### src/design/astlb_pkg.sv
// ----------------------------------------------------------------------------
// Translation buffer package
// Types, field positions, page masks and helper functions.
// ----------------------------------------------------------------------------
package astlb_pkg;

    localparam int ENTRIES    = 128;
    localparam int IDX_W      = $clog2(ENTRIES);
    localparam int HINT_POS   = 5;
    localparam int GLOBAL_POS = 4;
    localparam int FAULT_POS  = 1;
    localparam int RIGHTS_POS = 8;
    localparam int PFN_SHIFT  = 19;
    localparam int VPN_W      = 35;
    localparam int CFG_IDX_W  = 1;
    localparam int CFG_DATA_W = 3;

    typedef enum logic [2:0] {
        FUNC_TRANSLATE = 3'd0,
        FUNC_WRITE_TAG = 3'd1,
        FUNC_WRITE_PTE = 3'd2,
        FUNC_INV_ALL   = 3'd3,
        FUNC_INV_PROC  = 3'd4,
        FUNC_INV_ONE   = 3'd5
    } func_t;

    typedef enum logic [1:0] {
        ST_OK     = 2'd0,
        ST_MISS   = 2'd1,
        ST_ACCESS = 2'd2,
        ST_FAULT  = 2'd3
    } status_t;

    localparam logic [CFG_IDX_W-1:0] CFG_SUPERPAGE = 1'd0;
    localparam logic [CFG_IDX_W-1:0] CFG_ISIDE     = 1'd1;

    typedef enum logic [1:0] {
        S_IDLE,
        S_EXEC,
        S_OUT
    } state_t;

    typedef struct packed {
        logic [2:0]  func;
        logic [63:0] operand;
        logic        tag_slot;
        logic [7:0]  current_asn;
        logic        access_kind;
        logic [1:0]  cpu_mode;
        logic        check_access;
    } req_t;

    typedef struct packed {
        logic [1:0]  status;
        logic [47:0] phys_addr;
        logic        global_page;
    } rsp_t;

    typedef struct packed {
        logic load;
        logic exec;
    } cmd_t;

    function automatic logic [VPN_W-1:0] vmask(input logic [1:0] hint);
        logic [VPN_W-1:0] m;
        begin
            m = '1;
            case (hint)
                2'd0:    m = '1;
                2'd1:    m = {{(VPN_W-3){1'b1}}, 3'b000};
                2'd2:    m = {{(VPN_W-6){1'b1}}, 6'b000000};
                default: m = {{(VPN_W-9){1'b1}}, 9'b000000000};
            endcase
            return m;
        end
    endfunction

endpackage

### src/design/astlb_ctrl.sv
// ----------------------------------------------------------------------------
// Translation buffer controller
// Sequences capture, execute and result transfer.
// ----------------------------------------------------------------------------
module astlb_ctrl (
    input  logic              clk,
    input  logic              rst_n,
    input  logic              in_valid,
    output logic              in_ready,
    output logic              out_valid,
    input  logic              out_ready,
    output astlb_pkg::cmd_t   cmd
);
    import astlb_pkg::*;

    state_t state_reg, state_next;

    always_ff @(posedge clk or negedge rst_n)
    begin
        if (!rst_n)
            state_reg <= S_IDLE;
        else
            state_reg <= state_next;
    end

    always_comb
    begin
        state_next = state_reg;
        in_ready   = 1'b0;
        out_valid  = 1'b0;
        cmd        = '0;
        case (state_reg)
            S_IDLE:
            begin
                in_ready = 1'b1;
                if (in_valid)
                begin
                    cmd.load   = 1'b1;
                    state_next = S_EXEC;
                end
            end
            S_EXEC:
            begin
                cmd.exec   = 1'b1;
                state_next = S_OUT;
            end
            S_OUT:
            begin
                out_valid = 1'b1;
                in_ready  = out_ready;
                if (out_ready)
                begin
                    if (in_valid)
                    begin
                        cmd.load   = 1'b1;
                        state_next = S_EXEC;
                    end
                    else
                        state_next = S_IDLE;
                end
            end
            default: state_next = S_IDLE;
        endcase
    end
endmodule

### config.mk
export PLATFORM = sky130hd
export DESIGN_NAME = astlb_ctrl
export DESIGN_NICKNAME = d
export VERILOG_FILES = /design/src/design/astlb_pkg.sv /design/src/design/astlb_ctrl.sv
export SDC_FILE = /design/constraint.sdc
export NUM_CORES = 1
export LEC_CHECK = 0
export BUFFER_PORTS_ARGS = -buffer_cell sky130_fd_sc_hd__buf_2
export CORE_AREA = 2 2 39 41
export DETAILED_ROUTE_END_ITERATION = 12
export DIE_AREA = 0 0 41 43
export GPL_ROUTABILITY_DRIVEN = 0
export PLACE_DENSITY_LB_ADDON = 0.12
export SYNTH_ARGS = -nofsm -noshare
export SYNTH_HDL_FRONTEND = slang
export SYNTH_SLANG_ARGS = --single-unit
### constraint.sdc
create_clock -name clk -period 1.1 [get_ports clk]
set_input_delay 0.11 -clock clk [delete_from_list [all_inputs] [get_ports clk]]
set_output_delay 0.11 -clock clk [all_outputs]
set_load 0.02 [all_outputs]
==> metrics.yaml <==
synth_largest_area_cell: "dfrtp_1"
worstPathMaxFanout: 4
critPathKind: "reg2out"
synth_compound_gate_area_share_pct: 6.45
synth-warning-count: 0
final.min_clock_period_ns: 1.17
cts-buffers-inserted: 3
timing_hold_violations_final: 0
holdPathStages: 2
post-layout-total-power_mw: 0.399
synth.avg_cell_area_um2: 10.6
clk_transition_reported_paths_ns: 0.03
hold_path_end: "state_reg[0]"
tritoncts: "built"
register_area_share_after_synthesis_pct: 43.0
die_outline_area_um2: 1760
antenna_viol_nets_final: 0
worst_skew_pair_later_pin_latency_ns: 0.22
firstDrtPassIters: 1
finalCoreUtilization_pct: 15.7
via_count_of_the_first_global_routing_pass: 107
fin_setup_tns_ns: -0.0880
violated_checks: "negative setup slack"
yosys_register_bits: 2
synth_adder_area_share_pct: 0
slew_headroom_pct: 88.3
flip_flop_count_of_the_largest_register_after_layout: 2
crit_path_start_kind: "flip-flop"
netlist.area_leader.share_pct: 43.0
critPathArrivalTime_ns: 1.06
grt_use_met2_pct: 3.75
status: "finished, violations left"
skew_ns: 0.00273
wirelength_um: 287
worstHoldPathType: "in2reg"
global_routing_met1_resource_utilization_pct: 4.82
worst_r2r_startpoint: "state_reg[1]"
global_route.peak_usage_layer: "met4"
regToRegSetupSlack_ns: 0.16
gr-usage-met3_pct: 1.57
drive_gt1_share_pct: 68.2
power_density_nw_per_um2: 1830
floorplan.initialDensity_pct: 8.41
synth_xor_area_share_pct: 0
clock_path_buffers: 2
floorplan.die.height_um: 43
r2r-end: "state_reg[1]"
largest_net_degree_at_the_start_of_global_routing: 7
grt_pass1_wl_um: 414
nNetsFinal: 28
maxSlewViolCount: 0
synth.top_cells.by_area: "dfrtp_1 (43%), nor3b_1 (13%), nor2b_4 (12%)"
post_synth_instance_area_um2: 116
antenna_found_initial: 0
port_buffers: 7
clockRootBuffer: "clkbuf_4"
iter_0_drt_violations: 0
ys_types: 9
io-pin-count: 8
fmax_ghz: 0.852
syn_nets: 15
p_leak_nw: 0.110
synth.mux.area_fraction_pct: 0
max-cap-violations: 0
timing.final.setup_violations: 2
post_drt_via_cell_ratio: 2.66
insertedDiodeCount: 0
std_cell_rows: 14
setup_slack_ns: -0.0743
timing.reg2reg.worst_path_depth: 3
core_area_um2: 1380
post_synth_inst_count: 11
grt_setup_unrepaired: "true"
syn2layout_area_growth_pct: 87.1
die-width_um: 41
worstSetupEndpointType: "output port"
drc: 0
period_share_pct: 107
grt.total_usage_pct: 4.22
vias: 101
timing_worst_slew_pin_value_ns: 0.176
simple_gate_portion_of_the_synthesized_area_pct: 40.9
synth_top_family_by_area: "simple AND/OR/NAND/NOR gates"
cts.sinks: 2
critical_path_required_ns: 0.99
ir_drop_uv: 286
worst_hold_startpoint: "in_valid"
drt-wirelength-per-cell_um: 7.55
grt-ovfl-total: 0
ctsHtreeMaxLevel: 1
-- power by group --
group	internal, mW	total, mW	switching [mW]
registers	0.0884	0.105	0.0163
clock network	0.120	0.162	0.0417
logic	0.0686	0.132	0.0633
total	0.277	0.399	0.121
-- cells in the final DEF (no fill, tap or decap) --
cell type / instances
inv_1: 1
nor3b_1: 1
nor2b_2: 1
dlygate4sd3_1: 1
dfrtp_1: 1
buf_2: 4
nor2b_1: 1
nor2_1: 1
buf_4: 4
nor3b_2: 1
clkbuf_4: 3
dfrtp_2: 1
nor2b_4: 1
a21o_1: 1
-- synthesized netlist by cell type --
cell type	number
dfrtp_1	2
nor2b_2	1
nor2b_1	1
buf_4	1
nor3b_1	2
a21o_1	1
nor2_1	1
inv_1	1
nor2b_4	1
-- how the worst max path moves through the flow --
stage | endpoint | slack, ns | depth (start not counted) | start
detailed placement | cmd[1] | 0.14 | 3 | state_reg[1]
finish | cmd[1] | -0.07 | 3 | state_reg[1]
CTS | cmd[1] | -0.1 | 3 | state_reg[1]
floorplan | cmd[1] | 0.15 | 2 | state_reg[1]
global route | cmd[1] | -0.11 | 3 | state_reg[1]
global placement | cmd[1] | 0.14 | 3 | state_reg[1]
-- layout make-up --
cell class | count | area, µm²
Tap cell | 16 | 20.0
Multi-Input combinational cell | 7 | 60.1
Inverter | 1 | 3.75
Sequential cell | 2 | 51.3
Clock buffer | 3 | 22.5
Fill cell | 155 | 1170
Timing Repair Buffer | 9 | 60.1
-- cell families after synthesis --
group | count (synthesis)
buf+inv | 2
flops | 2
simple gates | 6
compound gates | 1
-- worst max-delay path, cell delays in order (launching register included) --
cell and delay [ns]:
dfrtp_1 0.39, nor2b_4 0.15, nor3b_2 0.14, buf_4 0.16
-- per-layer routing --
metal / routed length (µm) / up-vias
li1: - / 56
met1: 135 / 38
met2: 108 / 7
met3: 43 / 0
met4: 0 / 0
met5: 0 / -
-- through the flow --
stage / cell area (µm²) / hold slack (ns) / worst slack (ns) / std cells
6_report: 218 / 0.155 / -0.0743 / 38
5_1_grt: 218 / 0.158 / -0.114 / 38
4_1_cts: 215 / 0.147 / -0.0967 / 38
3_3_place_gp: 169 / -0.104 / 0.144 / 33
2_1_floorplan: 121 / -0.186 / 0.152 / 11
3_5_place_dp: 169 / -0.101 / 0.136 / 33
-- what timing repair did --
action                                 4_1_cts  5_1_grt
pin swaps                                    0        1
hold buffers                                 1        0
setup buffers                                1        0
resized for setup                            3        1
endpoints found under the hold margin        2        0
setup endpoints to repair                    3        3
Note: power is estimated with default switching activity, not from simulation.
